## config.mk

```make
export PLATFORM = sky130hd
export DESIGN_NAME = dpb_front
export DESIGN_NICKNAME = d
export VERILOG_FILES = /design/src/hw/rtl/dpb_pkg.sv /design/src/hw/rtl/dpb_front.sv
export SDC_FILE = /design/constraint.sdc
export NUM_CORES = 1
export LEC_CHECK = 0
export ABC_CLOCK_PERIOD_IN_PS = 6500
export BUFFER_PORTS_ARGS = -buffer_cell sky130_fd_sc_hd__buf_2
export CORE_MARGIN = 4
export CORE_UTILIZATION = 54
export CTS_CLUSTER_DIAMETER = 50
export DETAILED_ROUTE_END_ITERATION = 10
export GPL_ROUTABILITY_DRIVEN = 0
export HOLD_SLACK_MARGIN = 0.06
export PLACE_DENSITY_LB_ADDON = 0.1
export SLEW_MARGIN = 15
export SYNTH_ARGS = -nofsm -noshare
export SYNTH_HDL_FRONTEND = slang
export SYNTH_SLANG_ARGS = --single-unit
```

## constraint.sdc

```tcl
create_clock -name clk -period 6.5 [get_ports clk]
set_input_delay 0.975 -clock clk [delete_from_list [all_inputs] [get_ports clk]]
set_output_delay 0.975 -clock clk [all_outputs]
set_load 0.02 [all_outputs]
```

## src/hw/rtl/dpb_pkg.sv

```systemverilog
package dpb_pkg;

    localparam int MAX_DIM     = 4096;
    localparam int CNT_W       = $clog2(MAX_DIM);
    localparam int DIM_W       = 13;
    localparam int DIFF_W      = 13;
    localparam int DEPTH_W     = 16;
    localparam int COLOR_W     = 8;
    localparam int INV_W       = 24;
    localparam int COORD_W     = 32;
    localparam int SHIFT_BITS  = 21;
    localparam int PROD_W      = DIFF_W + DEPTH_W;
    localparam int MAG_W       = PROD_W + INV_W;
    localparam int IN_DATA_W   = 40;
    localparam int OUT_DATA_W  = 104;
    localparam int CFG_IDX_W   = 3;
    localparam int CFG_DATA_W  = 24;
    localparam int FIFO_DEPTH  = 4;
    localparam int FIFO_AW     = $clog2(FIFO_DEPTH);
    localparam int FIFO_CW     = $clog2(FIFO_DEPTH + 1);

    typedef enum logic [CFG_IDX_W-1:0] {
        REG_FRAME_WIDTH   = 3'd0,
        REG_FRAME_HEIGHT  = 3'd1,
        REG_INV_FOCAL_X   = 3'd2,
        REG_INV_FOCAL_Y   = 3'd3,
        REG_CENTER_X_HALF = 3'd4,
        REG_CENTER_Y_HALF = 3'd5
    } reg_index_t;

    typedef struct packed {
        logic [DIM_W-1:0] frame_width;
        logic [DIM_W-1:0] frame_height;
        logic [INV_W-1:0] inv_focal_x;
        logic [INV_W-1:0] inv_focal_y;
        logic [DIM_W-1:0] center_x_half;
        logic [DIM_W-1:0] center_y_half;
    } cfg_t;

    // pixel as classified by the front end, waiting for the multipliers
    typedef struct packed {
        logic                neg_x;
        logic [DIFF_W-1:0]   diff_x;
        logic                neg_y;
        logic [DIFF_W-1:0]   diff_y;
        logic [DEPTH_W-1:0]  depth;
        logic [COLOR_W-1:0]  red;
        logic [COLOR_W-1:0]  green;
        logic [COLOR_W-1:0]  blue;
        logic                frame_end;
    } entry_t;

    // fields that ride along the multiplier stages
    typedef struct packed {
        logic                neg_x;
        logic                neg_y;
        logic [DEPTH_W-1:0]  depth;
        logic [COLOR_W-1:0]  red;
        logic [COLOR_W-1:0]  green;
        logic [COLOR_W-1:0]  blue;
        logic                frame_end;
    } meta_t;

    // index of the last column (row) for a programmed size, clamped to 1..MAX_DIM
    function automatic logic [DIM_W-1:0] dim_last(logic [DIM_W-1:0] v);
        logic [DIM_W-1:0] r;
        if (v == '0) begin
            r = '0;
        end
        else if (v > DIM_W'(MAX_DIM)) begin
            r = DIM_W'(MAX_DIM - 1);
        end
        else begin
            r = v - DIM_W'(1);
        end
        return r;
    endfunction

endpackage

```

## src/hw/rtl/dpb_front.sv

```systemverilog
module dpb_front (
    input  logic                          clk,
    input  logic                          rst_n,
    input  dpb_pkg::cfg_t                 cfg,
    input  logic                          s_tvalid,
    output logic                          s_tready,
    input  logic [dpb_pkg::IN_DATA_W-1:0] s_tdata,
    input  logic                          fifo_full,
    output logic                          push,
    output dpb_pkg::entry_t               push_entry
);
    import dpb_pkg::*;

    logic [CNT_W-1:0] col_reg;
    logic [CNT_W-1:0] col_next;
    logic [CNT_W-1:0] row_reg;
    logic [CNT_W-1:0] row_next;
    logic [DIM_W-1:0] col_last;
    logic [DIM_W-1:0] row_last;
    logic             last_col;
    logic             last_row;
    logic [DIM_W-1:0] twice_col;
    logic [DIM_W-1:0] twice_row;

    assign s_tready = !fifo_full;
    assign push     = s_tvalid && s_tready;

    assign col_last = dim_last(cfg.frame_width);
    assign row_last = dim_last(cfg.frame_height);
    assign last_col = {1'b0, col_reg} >= col_last;
    assign last_row = {1'b0, row_reg} >= row_last;

    assign twice_col = {col_reg, 1'b0};
    assign twice_row = {row_reg, 1'b0};

    always_comb
    begin
        push_entry.neg_x  = twice_col < cfg.center_x_half;
        push_entry.diff_x = push_entry.neg_x ? (cfg.center_x_half - twice_col)
                                             : (twice_col - cfg.center_x_half);
        push_entry.neg_y  = twice_row < cfg.center_y_half;
        push_entry.diff_y = push_entry.neg_y ? (cfg.center_y_half - twice_row)
                                             : (twice_row - cfg.center_y_half);
        push_entry.depth     = s_tdata[15:0];
        push_entry.red       = s_tdata[23:16];
        push_entry.green     = s_tdata[31:24];
        push_entry.blue      = s_tdata[39:32];
        push_entry.frame_end = last_col && last_row;
    end

    always_comb
    begin
        col_next = col_reg;
        row_next = row_reg;
        if (push) begin
            if (last_col) begin
                col_next = '0;
                row_next = last_row ? '0 : row_reg + CNT_W'(1);
            end
            else begin
                col_next = col_reg + CNT_W'(1);
            end
        end
    end

    always_ff @(posedge clk or negedge rst_n)
    begin
        if (!rst_n) begin
            col_reg <= '0;
            row_reg <= '0;
        end
        else begin
            col_reg <= col_next;
            row_reg <= row_next;
        end
    end

endmodule

```

==> results.cfg <==
[worst_setup_path]
ff2ff_path_depth = 8
rrSetupSlack_ns = 4.18
crit_family = compound AO/OA/AOI/OAI gates
max_stage_delay_ns = 0.75
start_kind = primary input
crit_path_top_delay_cell = o31ai_1
crit_required_ns = 5.52
startpoint = cfg[79]
cp.buffers_inverters = 3
crit_path_cell_trace = buf_2 > nor4_2 > nand2_1 > o31ai_1 > o21ai_0 > ha_1 > nand2b_1 > a21oi_1 > o21ai_0 > a211oi_1 > buf_4 > nor2_1 > and2_1 > buf_2
path_class = in2out
r2r_start = col_reg[0]
worstPathMaxFanout = 12
r2r_end = col_reg[0]
cp_data_arrival_time_ns = 4.25
end_kind = output port

[detailed_routing]
ant_nets = 0
num_vias = 4695
wirelength_um = 12400
viasPerCell = 5.77
drt_iter0_drc = 316
drt_pass1_iterations = 7
drc_errors = 0
wl_per_cell_um = 15.2

[yosys]
syn_avg_cell_area_sq_um = 7.37
ys_seq_area_share_pct = 12.1
yosys_warnings = 0
async_reset_ff_share_pct = 100
synth_top_cell_by_area = ha_1
synth_fp_nets = 896
yosys.area.top_type_share_pct = 18.6
ys.flop_type = dfrtp_1
synth_area_leaders = ha_1 19%, dfrtp_1 12%, buf_4 6.3%
synth_cells = 674
syn_area_sq_um = 4970
ys_ff_latch = 24
synth.distinct_cells = 59
synth-edff-count = 0

[clock_tree]
postCtsHoldBufs = 0
htreeDepth = 1
clkTransAtPathRegs_ns = 0.09
cts_made_buffers = 3
clockBufferDepth = 2
postCtsSetupBuffers = 0
ctsRootBufferMaster = clkbuf_8
clock-sinks = 24
cts_resized = 0
cts_tree = yes
clk_latency_ns = 0.28

[grt]
grt_pass1_vias = 4356
grt.overflow.total = 0
grt_max_degree = 29
groute.usage.overall_pct = 22.4
grt_pass1_wl_um = 20700
antenna_found_initial = 0

[power_and_ir_drop]
combPwrFrac_pct = 69.5
p_sw_share_pct = 51.1
clockPowerShare_pct = 11.1
internal_power_uw = 590
cellPowerDensity_nw_per_um2 = 230
p_seq_share_pct = 19.4
max-vdd-ir-drop_mv = 0.0900
switchingPower_uw = 616
p_leak_nw = 2.72

[sta]
maxSlewViolCount = 0
worst_pin_slew_ns = 0.862
setup_viol = 0
slew_headroom_pct = 42.0
fmax_mhz = 191
skew_ns = 0.00678
rsz0062_at_grt = no
min_period_over_period_pct = 80.4
period_needed_ns = 5.22
hold_viol = 0
finalSetupTns_ns = 0

[outcome]
status = complete, no violations

[placement]
dp_hpwl_um = 10400
port-buffer-count = 86
dp_cells = 810
place_area_sq_um = 5160

[finish]
area_growth_pct = 5.42
nets = 929
drive_above_1_share_pct = 14.9
antenna-diode-count = 0
layout.cells.non_filler = 814
fin_area_sq_um = 5240

[die]
die_h_um = 104
core_sq_um = 8850
ioPinCount = 215
rows = 34
die-area_sq_um = 10800
die_x_um = 104
initial_core_util_pct = 56.1

[run]
cap_violations = 0

[hold_path]
worstHoldStart = col_reg[6]
min_to = col_reg[6]
hold_path_class = reg2reg
hold_depth = 1
==> synth_stat cells (8+ instances only) <==
| master | n |
|---|---|
| a21oi_1 | 47 |
| ha_1 | 74 |
| dfrtp_1 | 24 |
| buf_4 | 42 |
| nor2_1 | 53 |
| xor2_1 | 16 |
| o211ai_1 | 9 |
| nor3_1 | 11 |
| clkbuf_1 | 11 |
| nand2b_1 | 18 |
| mux2i_1 | 21 |
| inv_1 | 66 |
| xnor2_1 | 20 |
| a21o_1 | 16 |
| nand2_1 | 60 |
| o21ai_0 | 36 |
| nand3_1 | 18 |
| o221ai_1 | 11 |
| buf_2 | 8 |
==> layout make-up <==
cell class / count / area, sq um
fillers: 872 / 3610
flip-flops and latches: 24 / 601
clock inverters: 1 / 30.0
multi-input cells: 520 / 3710
repair buffers: 91 / 468
inverters: 67 / 251
well taps: 108 / 135
clock buffers: 3 / 41.3
==> per-stage QoR <==
step / hold slack, ns / total power, mW / setup slack (ns) / utilization [%]
after floorplan: 0.535 / 0.862 / 1.97 / -
after global placement: 0.628 / 1.04 / 1.33 / 58.4
after detailed placement: 0.633 / 1.07 / 1.29 / 58.4
after CTS: 0.658 / 1.21 / 1.29 / 59.2
after global routing: 0.692 / 1.32 / 0.986 / 59.2
final: 0.654 / 1.21 / 1.28 / 59.2
==> per-layer routing <==
layer | share of wire [%] | global-route usage, %
met1 | 48 | 30.9
met2 | 45 | 36.4
met3 | 5.5 | 2.11
met4 | 2.2 | 7.88
met5 | 0 | 0
==> power by group through the flow <==
stage	registers, mW	clock network (mW)	logic [mW]
floorplan	0.212	0	0.650
global placement	0.232	0	0.813
detailed placement	0.235	0	0.835
CTS	0.232	0.137	0.839
global route	0.238	0.144	0.940
finish	0.233	0.134	0.839
==> worst max path at each step <==
stage / end / slack [ns] / cells after the start
after floorplan: push_entry[0] / 1.97 / 11
after global placement: push_entry[0] / 1.33 / 14
after detailed placement: push_entry[0] / 1.29 / 14
after CTS: push_entry[0] / 1.29 / 14
after global routing: push_entry[0] / 0.99 / 14
final: push_entry[0] / 1.28 / 14
==> layout by cell type, fill, tap and decap left out, types with 16 or more instances in the layout <==
master,instances
nor2_1,53
nand3_1,18
nand2_1,60
mux2i_1,21
a21oi_1,47
inv_1,66
xor2_1,16
o21ai_0,36
nand2b_1,18
ha_1,74
buf_2,86
dfrtp_1,24
xnor2_1,20
a21o_1,16
==> cell families (layout without fill, tap and decap cells) <==
kind of cell             Yosys count  count (layout)  synth area share (%)
multiplexers                      23              23                  4.69
XOR/XNOR                          36              36                  6.35
AND/OR/NAND/NOR                  207             207                  20.4
buffers and inverters            130             162                  13.2
AO/OA/AOI/OAI                    175             175                  22.8
adder cells (fa/ha/maj)           79              79                  20.5
flip-flops                        24              24                  12.1
(Power assumes the default switching activity.)
