===== src/hw/rtl/dpb_pkg.sv =====
package dpb_pkg;

    localparam int MAX_DIM     = 4096;
    localparam int CNT_W       = $clog2(MAX_DIM);
    localparam int DIM_W       = 13;
    localparam int DIFF_W      = 13;
    localparam int DEPTH_W     = 16;
    localparam int COLOR_W     = 8;
    localparam int INV_W       = 24;
    localparam int COORD_W     = 32;
    localparam int SHIFT_BITS  = 21;
    localparam int PROD_W      = DIFF_W + DEPTH_W;
    localparam int MAG_W       = PROD_W + INV_W;
    localparam int IN_DATA_W   = 40;
    localparam int OUT_DATA_W  = 104;
    localparam int CFG_IDX_W   = 3;
    localparam int CFG_DATA_W  = 24;
    localparam int FIFO_DEPTH  = 4;
    localparam int FIFO_AW     = $clog2(FIFO_DEPTH);
    localparam int FIFO_CW     = $clog2(FIFO_DEPTH + 1);

    typedef enum logic [CFG_IDX_W-1:0] {
        REG_FRAME_WIDTH   = 3'd0,
        REG_FRAME_HEIGHT  = 3'd1,
        REG_INV_FOCAL_X   = 3'd2,
        REG_INV_FOCAL_Y   = 3'd3,
        REG_CENTER_X_HALF = 3'd4,
        REG_CENTER_Y_HALF = 3'd5
    } reg_index_t;

    typedef struct packed {
        logic [DIM_W-1:0] frame_width;
        logic [DIM_W-1:0] frame_height;
        logic [INV_W-1:0] inv_focal_x;
        logic [INV_W-1:0] inv_focal_y;
        logic [DIM_W-1:0] center_x_half;
        logic [DIM_W-1:0] center_y_half;
    } cfg_t;

    // pixel as classified by the front end, waiting for the multipliers
    typedef struct packed {
        logic                neg_x;
        logic [DIFF_W-1:0]   diff_x;
        logic                neg_y;
        logic [DIFF_W-1:0]   diff_y;
        logic [DEPTH_W-1:0]  depth;
        logic [COLOR_W-1:0]  red;
        logic [COLOR_W-1:0]  green;
        logic [COLOR_W-1:0]  blue;
        logic                frame_end;
    } entry_t;

    // fields that ride along the multiplier stages
    typedef struct packed {
        logic                neg_x;
        logic                neg_y;
        logic [DEPTH_W-1:0]  depth;
        logic [COLOR_W-1:0]  red;
        logic [COLOR_W-1:0]  green;
        logic [COLOR_W-1:0]  blue;
        logic                frame_end;
    } meta_t;

    // index of the last column (row) for a programmed size, clamped to 1..MAX_DIM
    function automatic logic [DIM_W-1:0] dim_last(logic [DIM_W-1:0] v);
        logic [DIM_W-1:0] r;
        if (v == '0) begin
            r = '0;
        end
        else if (v > DIM_W'(MAX_DIM)) begin
            r = DIM_W'(MAX_DIM - 1);
        end
        else begin
            r = v - DIM_W'(1);
        end
        return r;
    endfunction

endpackage


===== src/hw/rtl/dpb_back.sv =====
module dpb_back (
    input  logic                           clk,
    input  logic                           rst_n,
    input  dpb_pkg::cfg_t                  cfg,
    input  dpb_pkg::entry_t                pop_entry,
    input  logic                           fifo_empty,
    output logic                           pop,
    output logic                           m_tvalid,
    input  logic                           m_tready,
    output logic [dpb_pkg::OUT_DATA_W-1:0] m_tdata,
    output logic                           m_tuser,
    output logic                           m_tlast
);
    import dpb_pkg::*;

    localparam int Q_W = MAG_W - SHIFT_BITS + 1;

    logic                   en;
    logic                   v1_reg;
    logic                   v2_reg;
    logic                   out_valid_reg;
    logic [PROD_W-1:0]      prod_x_reg;
    logic [PROD_W-1:0]      prod_y_reg;
    meta_t                  meta1_reg;
    logic [MAG_W-1:0]       mag_x_reg;
    logic [MAG_W-1:0]       mag_y_reg;
    meta_t                  meta2_reg;
    logic [OUT_DATA_W-1:0]  data_reg;
    logic                   valid_pt_reg;
    logic                   last_reg;
    meta_t                  meta0;

    // floor of (+/-mag) / 2^21, sign applied before rounding, saturated to signed 32 bits
    function automatic logic [COORD_W-1:0] scale(logic [MAG_W-1:0] mag, logic neg);
        logic [MAG_W:0]       up;
        logic [Q_W-1:0]       q;
        logic [COORD_W-1:0]   r;
        if (!neg) begin
            q = {1'b0, mag[MAG_W-1:SHIFT_BITS]};
            r = (q > Q_W'(64'h7FFF_FFFF)) ? COORD_W'(64'h7FFF_FFFF) : q[COORD_W-1:0];
        end
        else begin
            up = {1'b0, mag} + (MAG_W+1)'((64'd1 << SHIFT_BITS) - 64'd1);
            q  = up[MAG_W:SHIFT_BITS];
            r  = (q > Q_W'(64'h8000_0000)) ? COORD_W'(64'h8000_0000)
                                           : (~q[COORD_W-1:0] + COORD_W'(1));
        end
        return r;
    endfunction

    // whole pipeline moves together whenever the output slot can take a result
    assign en  = !out_valid_reg || m_tready;
    assign pop = en && !fifo_empty;

    always_comb
    begin
        meta0.neg_x     = pop_entry.neg_x;
        meta0.neg_y     = pop_entry.neg_y;
        meta0.depth     = pop_entry.depth;
        meta0.red       = pop_entry.red;
        meta0.green     = pop_entry.green;
        meta0.blue      = pop_entry.blue;
        meta0.frame_end = pop_entry.frame_end;
    end

    always_ff @(posedge clk or negedge rst_n)
    begin
        if (!rst_n) begin
            v1_reg        <= 1'b0;
            v2_reg        <= 1'b0;
            out_valid_reg <= 1'b0;
        end
        else if (en) begin
            v1_reg        <= pop;
            v2_reg        <= v1_reg;
            out_valid_reg <= v2_reg;
        end
    end

    always_ff @(posedge clk)
    begin
        if (en) begin
            prod_x_reg <= PROD_W'(pop_entry.diff_x) * PROD_W'(pop_entry.depth);
            prod_y_reg <= PROD_W'(pop_entry.diff_y) * PROD_W'(pop_entry.depth);
            meta1_reg  <= meta0;
            mag_x_reg  <= MAG_W'(prod_x_reg) * MAG_W'(cfg.inv_focal_x);
            mag_y_reg  <= MAG_W'(prod_y_reg) * MAG_W'(cfg.inv_focal_y);
            meta2_reg  <= meta1_reg;
            data_reg   <= {meta2_reg.blue, meta2_reg.green, meta2_reg.red,
                           meta2_reg.depth,
                           scale(mag_y_reg, meta2_reg.neg_y),
                           scale(mag_x_reg, meta2_reg.neg_x)};
            valid_pt_reg <= meta2_reg.depth != '0;
            last_reg     <= meta2_reg.frame_end;
        end
    end

    assign m_tvalid = out_valid_reg;
    assign m_tdata  = data_reg;
    assign m_tuser  = valid_pt_reg;
    assign m_tlast  = last_reg;

endmodule


===== config.mk =====
export PLATFORM = sky130hd
export DESIGN_NAME = dpb_back
export DESIGN_NICKNAME = d
export VERILOG_FILES = /design/src/hw/rtl/dpb_pkg.sv /design/src/hw/rtl/dpb_back.sv
export SDC_FILE = /design/constraint.sdc
export NUM_CORES = 2
export LEC_CHECK = 0
export BUFFER_PORTS_ARGS = -buffer_cell sky130_fd_sc_hd__buf_2
export CAP_MARGIN = 20
export CORE_AREA = 2 2 336 338
export DETAILED_ROUTE_END_ITERATION = 16
export DIE_AREA = 0 0 338 340
export PLACE_DENSITY = 0.83
export RECOVER_POWER = 100
export SLEW_MARGIN = 20
export SYNTH_ARGS = -nofsm -noshare
export SYNTH_HDL_FRONTEND = slang
export SYNTH_SLANG_ARGS = --single-unit

===== constraint.sdc =====
create_clock -name clk -period 25.1 [get_ports clk]
set_input_delay 2.51 -clock clk [delete_from_list [all_inputs] [get_ports clk]]
set_output_delay 2.51 -clock clk [all_outputs]
set_load 0.05 [all_outputs]

==> impl_summary.txt <==
----------------------------------------------------
[Outcome]
  Violations in the final reports ... max-capacitance violations, max-slew violations
  Run status ... complete, but fails checks

[Global route]
  Antenna violations before repair ... 21
  Via count of the first global-routing pass ... 56576
  Total GRT Usage ... 31.9%
  Residual overflow from global routing ... 0
  Wire length of the first global-routing pass ... 289 mm
  Maximum number of pins on one net before global-route repair ... 104

[Synthesis]
  Netlist area before placement ... 71800 um2
  Cells after Synth ... 7458
  Register area share after synthesis ... 15.0%
  Unique cell type count in the Yosys netlist ... 95
  Xor and xnor area share after synthesis ... 1.93%
  Portion of netlist area occupied by mux cells ... 0.132%
  Syn Nets ... 9631
  Fraction of the mapped netlist area in compound gates ... 5.27%
  Synthesis-stage register bit count ... 359
  Number of enable-type register cells in the synthesized netlist ... 356
  Simple-gate portion of the synthesized area ... 16.6%
  Mean cell area of the mapped netlist ... 9.63 um2
  Warning count from the yosys run ... 0
  Dominant cell type by area after synthesis ... sky130_fd_sc_hd__fa_1
  Fraction of post-synthesis cell area in the top cell type by area ... 41.6%
  Biggest area contributors in the synthesized netlist ... sky130_fd_sc_hd__fa_1 42%, sky130_fd_sc_hd__edfxtp_1 15%, sky130_fd_sc_hd__ha_1 8.9%
  Combinational family with the most area after synthesis ... adder cells
  Flip-flop cell with the highest count after synthesis ... sky130_fd_sc_hd__edfxtp_1
  Async SR Flop Fraction ... 0.836%
  Post-synthesis adder-cell area fraction ... 50.5%

[STA]
  Max-slew violation count ... 898
  Top achievable clock speed ... 97.9 MHz
  Setup Skew ... 0.0361 ns
  Min Tclk post-route ... 10.21 ns
  Setup repair after global routing missed its margin ... false
  Slack of the critical path ... 14.89 ns
  Final count of hold timing violations ... 0
  Slew of the pin with the lowest slew margin ... 4.46 ns
  Final cycle utilization of the critical path ... 40.7%
  Relative max-transition margin ... -199%
  Setup TNS after final layout ... 0 ns
  Number of setup violations in the final report ... 0

[Route]
  Average vias per placed instance ... 5.80
  DRC violation count after routing ... 0
  Iter 0 DRT Violations ... 4351
  Final ANT Viol Nets ... 0
  Number of vias in the routed layout ... 51983
  WL/cell ... 19.7 um
  Number of search-and-repair iterations in the first detailed-routing pass ... 5
  Final wirelength ... 177 mm

[Placed design]
  Final weighted congestion in routability-driven placement ... 0.927
  Post-Place Worst Slack ... 14.93 ns
  Cell Area, Placed ... 73800 um2
  Post-DP HPWL ... 133 mm
  Number of instances in the placed design ... 8871
  Port-buffer cells ... 228

[Final layout]
  Net count of the finished layout ... 9599
  Max FFs per register ... 104
  Post-route cell area ... 75100 um2
  Non-filler instance count after layout ... 8967
  Area growth from synthesis to final layout ... 4.64%
  Share of cells above drive strength 1 ... 3.48%

[Setup path]
  Setup crit start kind ... input pin
  Crit path arrival time ... 10.37 ns
  Maximum single-stage delay on the critical path ... 2.64 ns
  Cell-by-cell trace of the critical path ... buf_2, nor2b_1, clkinvlp_2, clkbuf_1, clkbuf_1
  Depth of the worst register-to-register path ... 4
  Launching point of the worst reg2reg path ... m_tvalid
  Critical path required time ... 25.26 ns
  Setup CP Type ... input pin to flop
  Top cell by count, worst path ... sky130_fd_sc_hd__clkbuf_1
  Launch point of the critical path ... m_tready
  Nature of the critical path endpoint ... flop
  Cell with the largest stage delay on the worst path ... sky130_fd_sc_hd__clkbuf_1
  Critical path peak fanout ... 103

[Clock tree]
  Total of hold buffers inserted after clock tree synthesis ... 0
  Worst-path clk slew ... 0.06 ns
  Number of CTS-inserted buffers ... 45
  Library cell used as clock root buffer ... sky130_fd_sc_hd__clkbuf_16
  Clock net sink count ... 359
  Count of H-tree levels built during CTS ... 2
  Setup Buffers After CTS ... 0
  Insertion delay of the later-clocked pin in the worst-skew pair ... 0.64 ns
  Number of gates resized after cts ... 0
  TritonCTS clock tree ... built
  Maximum number of buffers from clock root to sink ... 3

[Floorplan]
  Die X-Extent ... 338 um
  Initial standard-cell utilization of the core ... 64.3%
  Boundary pin count ... 281
  Row count ... 123
  Core Box Area ... 112000 um2
  Die Area ... 115000 um2
  Die H ... 340 um

[Min path]
  Class of the worst hold path ... flop to flop
  Worst hold stages ... 0
  HP Start ... meta1_reg[31]

[Flow run]
  Number of violations of the max-capacitance limit ... 23

----------------------------------------------------
[per-stage QoR]
stage | util, % | hold slack [ns]
final | 67.3 | 0.390
after global routing | 67.3 | 0.403
after CTS | 67.4 | 0.386
after detailed placement | 66.1 | 0.405
after global placement | 66.1 | 0.401
after floorplan | - | 0.400
[synthesized netlist by cell type, types with 31 or more instances]
cell type and count:
sky130_fd_sc_hd__inv_1 1655, sky130_fd_sc_hd__fa_1 1492, sky130_fd_sc_hd__nand2_1 1050, sky130_fd_sc_hd__and2_1 893
sky130_fd_sc_hd__ha_1 508, sky130_fd_sc_hd__edfxtp_1 356, sky130_fd_sc_hd__clkbuf_1 341, sky130_fd_sc_hd__a21oi_1 131
sky130_fd_sc_hd__nor2_1 114, sky130_fd_sc_hd__xnor2_1 114, sky130_fd_sc_hd__o21ai_0 105, sky130_fd_sc_hd__a21o_1 80
sky130_fd_sc_hd__nor3_1 51, sky130_fd_sc_hd__nand3_1 47, sky130_fd_sc_hd__xor2_1 44, sky130_fd_sc_hd__nand2b_1 34
sky130_fd_sc_hd__nor4_1 31
[final cells by class]
cell class / count / area (um2)
tap: 1500 / 1880
inverter: 1655 / 6210
antenna: 6 / 15.0
multi-input combinational: 5083 / 53400
fill: 8368 / 36500
timing repair buffer: 282 / 1460
clock inverter: 33 / 267
clock buffer: 49 / 1160
sequential: 359 / 10800
[layout by cell type (no fill, tap or decap), types with 7 or more instances in the layout]
cell type                   count
sky130_fd_sc_hd__inv_1       1654
sky130_fd_sc_hd__fa_1        1492
sky130_fd_sc_hd__nand2_1     1050
sky130_fd_sc_hd__and2_1       865
sky130_fd_sc_hd__ha_1         508
sky130_fd_sc_hd__edfxtp_1     356
sky130_fd_sc_hd__clkbuf_1     138
sky130_fd_sc_hd__a21oi_1      131
sky130_fd_sc_hd__nor2_1       115
sky130_fd_sc_hd__xnor2_1      114
sky130_fd_sc_hd__o21ai_0      110
sky130_fd_sc_hd__buf_2        100
sky130_fd_sc_hd__a21o_1        80
sky130_fd_sc_hd__nor3_1        52
sky130_fd_sc_hd__nand3_1       47
sky130_fd_sc_hd__clkbuf_16     46
sky130_fd_sc_hd__xor2_1        44
sky130_fd_sc_hd__buf_4         39
sky130_fd_sc_hd__nand2b_1      34
sky130_fd_sc_hd__nor4_1        31
sky130_fd_sc_hd__and2_0        28
sky130_fd_sc_hd__o311ai_0      28
sky130_fd_sc_hd__o211ai_1      27
sky130_fd_sc_hd__nor2b_1       24
sky130_fd_sc_hd__o21bai_1      22
sky130_fd_sc_hd__o21a_1        22
sky130_fd_sc_hd__nand4_1       21
sky130_fd_sc_hd__and3_1        20
sky130_fd_sc_hd__or3_1         20
sky130_fd_sc_hd__a31oi_1       18
sky130_fd_sc_hd__a211o_1       15
sky130_fd_sc_hd__nor3b_1       12
sky130_fd_sc_hd__a211oi_1      10
sky130_fd_sc_hd__clkinv_1       9
sky130_fd_sc_hd__o22ai_1        8
sky130_fd_sc_hd__o31ai_1        7
sky130_fd_sc_hd__a31o_2         7
sky130_fd_sc_hd__nand3b_1       7
sky130_fd_sc_hd__or2_2          7
[kinds of logic (layout without fill, tap and decap cells)]
| group | Yosys count | in the layout |
|---|---|---|
| and+or+nand+nor | 2361 | 2361 |
| buffers and inverters | 2016 | 2019 |
| DFF | 359 | 359 |
| xor gates and xnor gates | 158 | 158 |
| muxes | 9 | 9 |
| adders and majority gates | 2000 | 2000 |
| other | 0 | 6 |
| AOI/OAI and AO/OA | 555 | 555 |
[per-layer routing]
metal | vias to the layer above | share of wire (%) | track usage [%]
li1 | 22406 | - | -
met1 | 26286 | 39 | 42.8
met2 | 2772 | 47 | 51.1
met3 | 495 | 12 | 8.23
met4 | 24 | 3.1 | 9.90
met5 | - | 0.083 | 0
[critical path, delay by kind of cell]
family / cells / cell delay (ns)
buffers and inverters: 4 / 7.61
and+or+nand+nor: 1 / 0.07
[path summary, 6_finish.rpt]
kind | end | slack, ns
min in group asynchronous | v2_reg | 1.68
min reg2reg | meta2_reg[31] | 0.39
max reg2reg | prod_y_reg[28] | 16.38
min | meta2_reg[31] | 0.39
max in group asynchronous | m_tvalid | 23.27
max | prod_y_reg[28] | 14.89
Power is not shown: default switching activity piles up to over one toggle a cycle in this logic, so the estimate is an artifact.
