**src/hw/rtl/dpb_pkg.sv**
```systemverilog
package dpb_pkg;

    localparam int MAX_DIM     = 4096;
    localparam int CNT_W       = $clog2(MAX_DIM);
    localparam int DIM_W       = 13;
    localparam int DIFF_W      = 13;
    localparam int DEPTH_W     = 16;
    localparam int COLOR_W     = 8;
    localparam int INV_W       = 24;
    localparam int COORD_W     = 32;
    localparam int SHIFT_BITS  = 21;
    localparam int PROD_W      = DIFF_W + DEPTH_W;
    localparam int MAG_W       = PROD_W + INV_W;
    localparam int IN_DATA_W   = 40;
    localparam int OUT_DATA_W  = 104;
    localparam int CFG_IDX_W   = 3;
    localparam int CFG_DATA_W  = 24;
    localparam int FIFO_DEPTH  = 4;
    localparam int FIFO_AW     = $clog2(FIFO_DEPTH);
    localparam int FIFO_CW     = $clog2(FIFO_DEPTH + 1);

    typedef enum logic [CFG_IDX_W-1:0] {
        REG_FRAME_WIDTH   = 3'd0,
        REG_FRAME_HEIGHT  = 3'd1,
        REG_INV_FOCAL_X   = 3'd2,
        REG_INV_FOCAL_Y   = 3'd3,
        REG_CENTER_X_HALF = 3'd4,
        REG_CENTER_Y_HALF = 3'd5
    } reg_index_t;

    typedef struct packed {
        logic [DIM_W-1:0] frame_width;
        logic [DIM_W-1:0] frame_height;
        logic [INV_W-1:0] inv_focal_x;
        logic [INV_W-1:0] inv_focal_y;
        logic [DIM_W-1:0] center_x_half;
        logic [DIM_W-1:0] center_y_half;
    } cfg_t;

    // pixel as classified by the front end, waiting for the multipliers
    typedef struct packed {
        logic                neg_x;
        logic [DIFF_W-1:0]   diff_x;
        logic                neg_y;
        logic [DIFF_W-1:0]   diff_y;
        logic [DEPTH_W-1:0]  depth;
        logic [COLOR_W-1:0]  red;
        logic [COLOR_W-1:0]  green;
        logic [COLOR_W-1:0]  blue;
        logic                frame_end;
    } entry_t;

    // fields that ride along the multiplier stages
    typedef struct packed {
        logic                neg_x;
        logic                neg_y;
        logic [DEPTH_W-1:0]  depth;
        logic [COLOR_W-1:0]  red;
        logic [COLOR_W-1:0]  green;
        logic [COLOR_W-1:0]  blue;
        logic                frame_end;
    } meta_t;

    // index of the last column (row) for a programmed size, clamped to 1..MAX_DIM
    function automatic logic [DIM_W-1:0] dim_last(logic [DIM_W-1:0] v);
        logic [DIM_W-1:0] r;
        if (v == '0) begin
            r = '0;
        end
        else if (v > DIM_W'(MAX_DIM)) begin
            r = DIM_W'(MAX_DIM - 1);
        end
        else begin
            r = v - DIM_W'(1);
        end
        return r;
    endfunction

endpackage

```
**src/hw/rtl/dpb_fifo.sv**
```systemverilog
module dpb_fifo (
    input  logic            clk,
    input  logic            rst_n,
    input  logic            push,
    input  dpb_pkg::entry_t push_entry,
    input  logic            pop,
    output dpb_pkg::entry_t pop_entry,
    output logic            full,
    output logic            empty
);
    import dpb_pkg::*;

    entry_t             slot_reg [FIFO_DEPTH];
    logic [FIFO_AW-1:0] wr_ptr_reg;
    logic [FIFO_AW-1:0] rd_ptr_reg;
    logic [FIFO_CW-1:0] count_reg;
    logic [FIFO_CW-1:0] count_next;

    assign full      = count_reg == FIFO_CW'(FIFO_DEPTH);
    assign empty     = count_reg == '0;
    assign pop_entry = slot_reg[rd_ptr_reg];

    always_comb
    begin
        count_next = count_reg;
        if (push && !pop) begin
            count_next = count_reg + FIFO_CW'(1);
        end
        else if (pop && !push) begin
            count_next = count_reg - FIFO_CW'(1);
        end
    end

    always_ff @(posedge clk or negedge rst_n)
    begin
        if (!rst_n) begin
            wr_ptr_reg <= '0;
            rd_ptr_reg <= '0;
            count_reg  <= '0;
        end
        else begin
            if (push) begin
                wr_ptr_reg <= wr_ptr_reg + FIFO_AW'(1);
            end
            if (pop) begin
                rd_ptr_reg <= rd_ptr_reg + FIFO_AW'(1);
            end
            count_reg <= count_next;
        end
    end

    always_ff @(posedge clk)
    begin
        if (push) begin
            slot_reg[wr_ptr_reg] <= push_entry;
        end
    end

endmodule

```
**config.mk**
```make
export PLATFORM = sky130hd
export DESIGN_NAME = dpb_fifo
export DESIGN_NICKNAME = d
export VERILOG_FILES = /design/src/hw/rtl/dpb_pkg.sv /design/src/hw/rtl/dpb_fifo.sv
export SDC_FILE = /design/constraint.sdc
export NUM_CORES = 1
export LEC_CHECK = 0
export BUFFER_PORTS_ARGS = -buffer_cell sky130_fd_sc_hd__buf_2
export CORE_UTILIZATION = 45
export DETAILED_ROUTE_END_ITERATION = 7
export SYNTH_ARGS = -nofsm -noshare
export SYNTH_HDL_FRONTEND = slang
export SYNTH_SLANG_ARGS = --single-unit
export TNS_END_PERCENT = 100
```
**constraint.sdc**
```tcl
create_clock -name clk -period 5.5 [get_ports clk]
set_input_delay 0.825 -clock clk [delete_from_list [all_inputs] [get_ports clk]]
set_output_delay 0.825 -clock clk [all_outputs]
set_load 0.02 [all_outputs]
```
==> results of run 1 <==
## cell type report
| type | count | area [sq um] | share of cell area |
|---|---|---|---|
| timing repair buffer | 146 | 738.2 | 0.06039 |
| clock inverter | 15 | 118.9 | 0.009724 |
| clock buffer | 36 | 752.0 | 0.06151 |
| antenna | 2 | 5.005 | 0.0004094 |
| inverter | 4 | 15.01 | 0.001228 |
| tap | 285 | 356.6 | 0.02917 |
| sequential | 283 | 8471 | 0.6929 |
| multi-input combinational | 92 | 1768 | 0.1446 |
## cells by family (layout without fill, tap and decap cells)
family,Yosys count,after routing,share of synthesized area
flops,283,283,0.8117
compound gates,1,1,0.0004796
simple gates,9,9,0.004680
other cells,0,2,0
buf+inv,20,201,0.01968
fa+ha+maj,6,6,0.007920
mux,70,70,0.1505
xor+xnor,6,6,0.005040
## worst max-delay path, cell delays in order, from the launching register on
cell and delay (ns):
dfrtp_4 0.61, buf_4 0.57, mux4_2 0.62, buf_2 0.18
## power by group through the flow
| stage | logic, mW | registers [mW] | clock network [mW] |
|---|---|---|---|
| 3_5_place_dp | 1.98 | 3.13 | 0 |
| 6_report | 1.94 | 3.07 | 1.80 |
| 3_3_place_gp | 1.97 | 3.10 | 0 |
| 4_1_cts | 1.99 | 3.09 | 1.84 |
| 5_1_grt | 2.09 | 3.12 | 1.93 |
| 2_1_floorplan | 1.60 | 2.95 | 0 |
## per-layer routing
layer | vias to the layer above | global-route usage | wire length, microns
li1 | 2018 | - | -
met1 | 2403 | 0.2034 | 7548
met2 | 149 | 0.2677 | 8909
met3 | 38 | 0.05071 | 1470
met4 | 4 | 0.04286 | 342
met5 | - | 0 | 27
## synthesized netlist by cell type (all sizes together)
library cell	count
xnor2	2
and2	4
inv	4
nand2	2
nor3b	1
clkbuf	1
mux4	69
fa	1
dfrtp	7
ha	5
buf	15
nor2	1
mux2	1
o21ai	1
edfxtp	276
nor3	1
xor2	4
## how the worst max path moves through the flow
stage	end	slack [ns]	cells after the start	from
2_1_floorplan	slot_reg[1][0]$_DFFE_PP_	2.62	1	push
3_3_place_gp	pop_entry[66]	2.62	3	rd_ptr_reg[0]$_DFFE_PN0P_
3_5_place_dp	pop_entry[66]	2.63	3	rd_ptr_reg[0]$_DFFE_PN0P_
4_1_cts	pop_entry[66]	2.05	3	rd_ptr_reg[0]$_DFFE_PN0P_
5_1_grt	pop_entry[4]	1.95	3	rd_ptr_reg[0]$_DFFE_PN0P_
6_report	pop_entry[66]	2.15	3	rd_ptr_reg[0]$_DFFE_PN0P_
==> summary.md, run 1 <==
| Metric | Value |
|---|---|
| Outcome | complete, no violations |
| Number of global-route vias before repair | 5084 |
| Netlist cell types | 20 |
| Number of synthesized register bits | 283 |
| Largest net degree at the start of global routing | 71 |
| Worst-path clk slew | 0.06 ns |
| Switching power | 2.102 mW |
| Hold Slack | 0.1163 ns |
| Maximum VDD drop | 332.2 uV |
| Starting Density | 0.4591 |
| Hold Buf Count CTS | 0 |
| Clk root buf | clkbuf_16 |
| First-pass GRT wire length | 28.72 mm |
| Post-synthesis sequential area ratio | 0.8117 |
| Cell row count | 55 |
| Detailed Place HPWL | 10.26 mm |
| Slew Viols, Final | 0 |
| CTS Sinks | 283 |
| Die Ht | 154.2 microns |
| Most frequent cells in the layout | 276 x edfxtp_1, 143 x buf_2, 68 x mux4_2 |
| Final GP Congestion | 0.6748 |
| CTS Buf Count | 29 |
| Top cell type's share of synthesized area | 0.7949 |
| Initial antenna violation count | 4 |
| 1st-iter DRT viols | 244 |
| Clock insertion delay at the later pin of the skew report | 0.53 ns |
| Area leader, netlist | edfxtp_1 |
| Post-CTS Resized | 0 |
| Drt pass-1 iters | 4 |
| Die area | 23780 sq um |
| Layout cells sized above 1 | 0.4462 |
| WP data required | 4.68 ns |
| Fin util | 0.5383 |
| Sw Share | 0.3087 |
| Arr. time, crit path | 2.52 ns |
| Setup Skew | 0.01291 ns |
| Sequential Power Share | 0.451 |
| Post-route cell area | 12220 sq um |
| DR vias/cell | 5.344 |
| Io pins | 144 |
| Max cap viols | 0 |
| Syn_nets | 474 |
| DR vias | 4612 |
| Yosys warns | 0 |
| Clock Power Share | 0.265 |
| Launch point of the worst reg-to-reg path | wr_ptr_reg[0]$_DFFE_PN0P_ |
| Post-route minimum period | 3.346 ns |
| Reg2reg setup slack | 3.45 ns |
| Die X-Extent | 154.2 microns |
| CP Capture Type | output port |
| Max reg flops | 276 |
| GR Overflow Total | 0 |
| CP Launch Type | flop |
| Clock Tree Buf Depth | 3 |
| CTS tree | built |
| Non-Filler Instances | 863 |
| Synth-to-layout area growth | 17.24% |
| Relative slew slack | 0.2640 |
| Fmax | 298.9 MHz |
| R2R cell count | 3 |
| Synth top area cells | edfxtp_1 79%, mux4_2 15%, dfrtp_1 1.7% |
| Slew @ Worst Pin | 1.104 ns |
| Total wire length | 18.30 mm |
| Tot GR Track Use | 0.1601 |
| Cell Int Power | 4.708 mW |
| Setup WS pre-CTS | 2.630 ns |
| Port buffer count | 143 |
| Logic pwr share | 0.284 |
| Pwr dens | 557.1 nW/um^2 |
| Synthesized area | 10430 sq um |
| Power Total | 6.810 mW |
| Period utilization | 0.6084 |
| Setup CP Type | reg -> out |
| TNS Setup | 0 ns |
| Hold Vio Cnt, Final | 0 |
| Worst Setup Slack, final | 2.154 ns |
| H-Tree Depth | 1 |
| Commonest non-fill, non-tap cell in the layout | edfxtp_1 |
| Postcts setup bufs | 0 |
| # setup viols final | 0 |
| Reg2reg end | slot_reg[3][60]$_DFFE_PP_ |
| Cell leakage power | 4.182 nW |
| Drt wl/cell | 21.20 microns |
| RSZ-0062 raised after global routing | no |
| Post-DRT Antenna Nets | 0 |
| Synth Instances | 395 |
| Post-synthesis average cell area | 26.40 sq um |
| Dpl cells | 810 |
| DRC | 0 |
| Core area | 22710 sq um |
| Fill count | 1771 |
| Nets | 635 |
| Worst hold path class | in -> async |
| Placed Instance Area | 11350 sq um |
| Max FO, Critical Path | 30 |
No activity file was read; power rests on OpenSTA's default activity.
==> run 2, diff against run 1 <==
==> constraint.sdc (replaced) <==
create_clock -name clk -period 3.3 [get_ports clk]
set_input_delay 0.495 -clock clk [delete_from_list [all_inputs] [get_ports clk]]
set_output_delay 0.495 -clock clk [all_outputs]
set_load 0.02 [all_outputs]
==> run 2 against run 1 <==
Critical path depth stayed put. Clock-buffer cell count is 4 higher. Critical path type unchanged. Critical endpoint is now pop_entry[65]. Die area stayed put. Non-clock buffer count is 5 higher. Largest cell class unchanged.
==> summary.md, run 2 (same netlist as run 1, synthesis figures left out) <==
| Metric | Value |
|---|---|
| Outcome | complete, no violations |
| Slew Viols, Final | 0 |
| DR vias/cell | 5.269 |
| DRC | 0 |
| Clock insertion delay at the later pin of the skew report | 0.53 ns |
| Relative slew slack | 0.5467 |
| GR Overflow Total | 0 |
| Initial antenna violation count | 2 |
| Pwr dens | 942.9 nW/um^2 |
| CTS Sinks | 283 |
| Reg2reg end | slot_reg[1][14]$_DFFE_PP_ |
| Non-Filler Instances | 870 |
| 1st-iter DRT viols | 233 |
| Area of the multi-input gates | 1768 sq um |
| Sequential Power Share | 0.430 |
| Nets | 640 |
| Max cap viols | 0 |
| Maximum VDD drop | 472.0 uV |
| DR vias | 4584 |
| Synth-to-layout area growth | 19.61% |
| Worst hold path class | in -> reg |
| Starting Density | 0.4591 |
| Logic pwr share | 0.287 |
| Fill count | 1760 |
| Cell leakage power | 4.286 nW |
| Clock Power Share | 0.283 |
| Die area | 23780 sq um |
| Die X-Extent | 154.2 microns |
| Sw Share | 0.3005 |
| Hold Path Depth | 1 |
| Launch point of the worst reg-to-reg path | wr_ptr_reg[1]$_DFFE_PN0P_ |
| RSZ-0062 raised after global routing | no |
| CTS Buf Count | 29 |
| Number of global-route vias before repair | 5041 |
| Core area | 22710 sq um |
| Largest net degree at the start of global routing | 48 |
| CP peak stage delay | 0.70 ns |
| Fmax | 357.0 MHz |
| Layout cells sized above 1 | 0.4597 |
| CP Launch Type | flop |
| Max FO, Critical Path | 30 |
| TNS Setup | 0 ns |
| Clk root buf | clkbuf_16 |
| FF/Latch Area | 8471 sq um |
| Drt wl/cell | 21.08 microns |
| Dpl cells | 814 |
| # setup viols final | 0 |
| Cell row count | 55 |
| Switching power | 3.533 mW |
| Setup Skew | 0.007494 ns |
| Commonest non-fill, non-tap cell in the layout | edfxtp_1 |
| Clock Tree Buf Depth | 3 |
| Tot GR Track Use | 0.1604 |
| Drt pass-1 iters | 4 |
| Period utilization | 0.8489 |
| Reg2reg setup slack | 1.43 ns |
| Slew @ Worst Pin | 0.6799 ns |
| Max reg flops | 276 |
| Port buffer count | 143 |
| WP data required | 2.80 ns |
| Min-Delay Startpoint | push_entry[68] |
| Crit-path leading delay family | flip-flops |
| First-pass GRT wire length | 28.69 mm |
| Detailed Place HPWL | 10.67 mm |
| Hold EP | slot_reg[3][68]$_DFFE_PP_ |
| Most frequent cells in the layout | 276 x edfxtp_1, 143 x buf_2, 68 x mux4_2 |
| Hold Vio Cnt, Final | 0 |
| Crit path depth | 3 |
| Final GP Congestion | 0.6846 |
| CTS tree | built |
| Post-CTS Resized | 0 |
| Post-DRT Antenna Nets | 0 |
| CP Cell Sequence | buf_12 -> mux4_2 -> buf_2 |
| Worst-path clk slew | 0.06 ns |
| Post-route minimum period | 2.802 ns |
| Total wire length | 18.34 mm |
| Arr. time, crit path | 2.31 ns |
| Fin util | 0.5491 |
| Hold Slack | 0.1705 ns |
| Slowest cell on crit path | dfrtp_4 |
| Critical path buffers and inverters | 2 |
| Setup CP Type | reg -> out |
| Io pins | 144 |
| Postcts setup bufs | 0 |
| Die Ht | 154.2 microns |
| Cell Int Power | 8.225 mW |
| CP Capture Type | output port |
| H-Tree Depth | 1 |
| R2R cell count | 4 |
-- run 2: cell types whose count changed in the layout (fill, tap and decap cells not counted) --
cell	before	now
buf_12	0	7
clkinv_1	8	1
buf_4	3	0
bufinv_16	2	5
clkbuf_1	7	9
clkbuf_8	0	2
clkinv_4	0	2
clkinv_2	4	3
clkinvlp_4	0	1
dlygate4sd3_1	0	1
-- run 2: final cells by class --
cell class | instances | area share
repair buffers | 151 | 0.06943
inverters | 4 | 0.001204
clock inverters | 13 | 0.01625
multi-input cells | 92 | 0.1418
flip-flops and latches | 283 | 0.6792
well taps | 285 | 0.02859
diodes | 2 | 0.0004013
clock buffers | 40 | 0.06311
-- run 2: worst reg2reg max path, cell delays in order (launching register included) --
cell,delay (ns)
dfrtp_1,0.41
inv_1,0.10
ha_1,0.14
and2_4,0.59
buf_12,0.30
-- run 2: worst max-delay path by stage --
stage / startpoint / end / slack (ns)
after floorplan: wr_ptr_reg[0]$_DFFE_PN0P_ / slot_reg[2][0]$_DFFE_PP_ / 0.63
after CTS: rd_ptr_reg[0]$_DFFE_PN0P_ / pop_entry[65] / 0.42
after global placement: rd_ptr_reg[0]$_DFFE_PN0P_ / pop_entry[68] / 0.99
after detailed placement: rd_ptr_reg[0]$_DFFE_PN0P_ / pop_entry[65] / 0.99
final: rd_ptr_reg[0]$_DFFE_PN0P_ / pop_entry[65] / 0.50
after global routing: rd_ptr_reg[0]$_DFFE_PN0P_ / pop_entry[65] / 0.36
-- run 2: stage by stage --
stage | power [mW] | cell area, sq um | setup WS (ns)
2_1_floorplan | 7.583 | 10430 | 0.6329
3_3_place_gp | 8.555 | 11470 | 0.9950
3_5_place_dp | 8.602 | 11470 | 0.9892
4_1_cts | 11.96 | 12470 | 0.4183
5_1_grt | 12.32 | 12470 | 0.3571
6_report | 11.76 | 12470 | 0.4985
-- run 2: timing repair --
item	CTS	global route
hold buffers	1	0
endpoints found under the setup margin	0	0
endpoints found under the hold margin	7	0
-- run 2: power by group through the flow --
| stage | Combinational (mW) | Sequential (mW) | Clock, mW |
|---|---|---|---|
| 6_report | 3.37 | 5.05 | 3.33 |
| 5_1_grt | 3.64 | 5.14 | 3.55 |
| 4_1_cts | 3.47 | 5.08 | 3.42 |
| 3_5_place_dp | 3.45 | 5.16 | 0 |
| 3_3_place_gp | 3.44 | 5.11 | 0 |
| 2_1_floorplan | 2.66 | 4.92 | 0 |
-- run 2: layer usage --
metal	global-route usage	up-vias	part of all wire
met2	0.2794	138	0.51
met5	0	-	0.00044
met1	0.1944	2381	0.40
met4	0.03810	2	0.018
met3	0.05212	30	0.079
li1	-	2033	-
==> run 3, diff against run 2 <==
--- a/config.mk
+++ b/config.mk
@@ -8,6 +8,7 @@
 export BUFFER_PORTS_ARGS = -buffer_cell sky130_fd_sc_hd__buf_2
 export CORE_UTILIZATION = 45
 export DETAILED_ROUTE_END_ITERATION = 7
+export PLACE_DENSITY = 0.67
 export SYNTH_ARGS = -nofsm -noshare
 export SYNTH_HDL_FRONTEND = slang
 export SYNTH_SLANG_ARGS = --single-unit
==> constraint.sdc (replaced) <==
create_clock -name clk -period 2.35 [get_ports clk]
set_input_delay 0.3525 -clock clk [delete_from_list [all_inputs] [get_ports clk]]
set_output_delay 0.3525 -clock clk [all_outputs]
set_load 0.02 [all_outputs]
==> run 3 against run 2 <==
Hold slack lost 0.14 ns. Via count grew 2.1%. Sequential cell count is the same. Utilization grew 2.6 points. Register-to-register slack lost 0.73 ns. Setup slack lost 0.50 ns. Routed wire length grew 5.0%. First-iteration DRC count shrank 21%. Sequential power grew 37%. Clock power grew 28%. Critical path depth grew 1. Power grew 51%. Critical path type unchanged. Largest cell class unchanged. Highest routed layer is now met4.
==> summary.md, run 3 (same netlist as run 1, synthesis figures left out) <==
| Metric | Value |
|---|---|
| DRC | 0 |
| Dpl cells | 820 |
| CTS Buf Count | 28 |
| Io pins | 144 |
| CTS Sinks | 283 |
| FF/Latch Area | 8471 sq um |
| Setup WS pre-CTS | 0.3989 ns |
| Hold Vio Cnt, Final | 0 |
| Layout cells sized above 1 | 0.4733 |
| Die X-Extent | 154.2 microns |
| Total wire length | 19.26 mm |
| Post-DRT Antenna Nets | 0 |
| DR vias/cell | 5.275 |
| Nets | 659 |
| Largest net degree at the start of global routing | 42 |
| Cell leakage power | 4.532 nW |
| Setup CP Type | reg -> out |
| Drt pass-1 iters | 4 |
| Crit-path leading delay family | multiplexers |
| Slowest cell on crit path | mux4_2 |
| Worst hold path class | in -> reg |
| Initial antenna violation count | 1 |
| Maximum VDD drop | 724.2 uV |
| H-Tree Depth | 1 |
| Die Ht | 154.2 microns |
| Final GP Congestion | 0.6684 |
| Synth-to-layout area growth | 25.27% |
| Relative slew slack | 0.7125 |
| Area of the multi-input gates | 1764 sq um |
| CP Launch Type | flop |
| Core area | 22710 sq um |
| Period utilization | 0.9986 |
| Clk root buf | clkbuf_16 |
| Cell row count | 55 |
| Tot GR Track Use | 0.1593 |
| First-pass GRT wire length | 28.46 mm |
| Starting Density | 0.4591 |
| Slew @ Worst Pin | 0.4313 ns |
| Max cap viols | 0 |
| Clock insertion delay at the later pin of the skew report | 0.54 ns |
| Placed Instance Area | 11540 sq um |
| WP data required | 2.00 ns |
| Clock Tree Buf Depth | 3 |
| Arr. time, crit path | 1.99 ns |
| Pwr dens | 1358 nW/um^2 |
| CP Capture Type | output port |
| Fmax | 426.1 MHz |
| Non-Filler Instances | 887 |
| Number of global-route vias before repair | 5098 |
| GR Overflow Total | 0 |
| CP peak stage delay | 0.54 ns |
| Worst-path clk slew | 0.06 ns |
| Critical path buffers and inverters | 3 |
| CP Cell Sequence | buf_8 -> buf_12 -> mux4_2 -> buf_6 |
| 1st-iter DRT viols | 184 |
| Slew Viols, Final | 0 |
| Most frequent cells in the layout | 276 x edfxtp_1, 86 x buf_2, 69 x mux4_2 |
| # setup viols final | 0 |
| DR vias | 4679 |
| Outcome | complete, no violations |
| Detailed Place HPWL | 11.03 mm |
| Setup Skew | 0.02298 ns |
| Die area | 23780 sq um |
| Max reg flops | 276 |
| Port buffer count | 143 |
| CTS tree | built |
| Post-route cell area | 13060 sq um |
| RSZ-0062 raised after global routing | yes |
| TNS Setup | 0 ns |
| Max FO, Critical Path | 8 |
| Fill count | 1625 |
| Hold Slack | 0.02589 ns |
| Post-route minimum period | 2.347 ns |
| Worst Setup Slack, final | 0.003375 ns |
| Drt wl/cell | 21.72 microns |
| Commonest non-fill, non-tap cell in the layout | edfxtp_1 |
[run 3: changes by cell type in the layout (fill, tap and decap cells not counted), sizes merged]
cell,before,now
bufinv,5,3
clkinvlp,1,0
buf,150,165
clkbuf,40,39
clkinv,6,12
[run 3: area by class of cell]
| class | count | share of cell area |
|---|---|---|
| multi-input cells | 92 | 0.1351 |
| well taps | 285 | 0.02730 |
| diodes | 2 | 0.0003832 |
| flip-flops and latches | 283 | 0.6485 |
| inverters | 4 | 0.001150 |
| repair buffers | 171 | 0.1197 |
| clock buffers | 34 | 0.05537 |
| clock inverters | 16 | 0.01245 |
[run 3: worst paths after layout]
| kind | to | cells past startpoint | slack, ns | startpoint |
|---|---|---|---|---|
| min in group asynchronous | count_reg[0]$_DFFE_PN0P_ | 2 | 0.18 | rst_n |
| setup reg to reg | slot_reg[1][21]$_DFFE_PP_ | 4 | 0.70 | wr_ptr_reg[1]$_DFFE_PN0P_ |
| hold / removal | slot_reg[3][42]$_DFFE_PP_ | 1 | 0.03 | push_entry[42] |
| hold reg to reg | count_reg[2]$_DFFE_PN0P_ | 1 | 0.52 | count_reg[2]$_DFFE_PN0P_ |
| setup / recovery | pop_entry[45] | 4 | 0.003 | rd_ptr_reg[0]$_DFFE_PN0P_ |
| max in group asynchronous | rd_ptr_reg[0]$_DFFE_PN0P_ | 2 | 1.98 | rst_n |
[run 3: through the flow]
stage | total power [mW] | util
after global placement | 12.04 | 0.5080
after detailed placement | 12.15 | 0.5080
after global routing | 18.49 | 0.5749
after floorplan | 10.61 | -
after CTS | 16.72 | 0.5522
final | 17.74 | 0.5752
[run 3: metal layers]
metal  vias to the layer above  global-route usage  wire (microns)
li1                       2066                   -               -
met1                      2430              0.1936            7751
met2                       154              0.2779            9839
met3                        29             0.05015            1344
met4                         0             0.03810             328
met5                         -                   0               0
[run 3: report_power, final]
part | total, mW | switching, mW | internal, mW
sequential | 6.92 | 0.310 | 6.61
clock | 4.26 | 1.74 | 2.51
combinational | 6.56 | 3.24 | 3.32
[run 3: worst reg2reg max path: cells and delay by family, from the launching register on]
family	cells	cell delay (ns)
buf+inv	2	0.41
fa+ha+maj	1	0.15
simple gates	1	0.29
flops	1	0.40
[run 3: timing repair]
action                     4_1_cts  5_1_grt
hold endpoints to repair         7        0
cloned                           1        6
gates resized for setup         15      112
setup buffers                    3        4
setup endpoints to repair       64       65
hold buffers                     1        0
pin swaps                        0        0
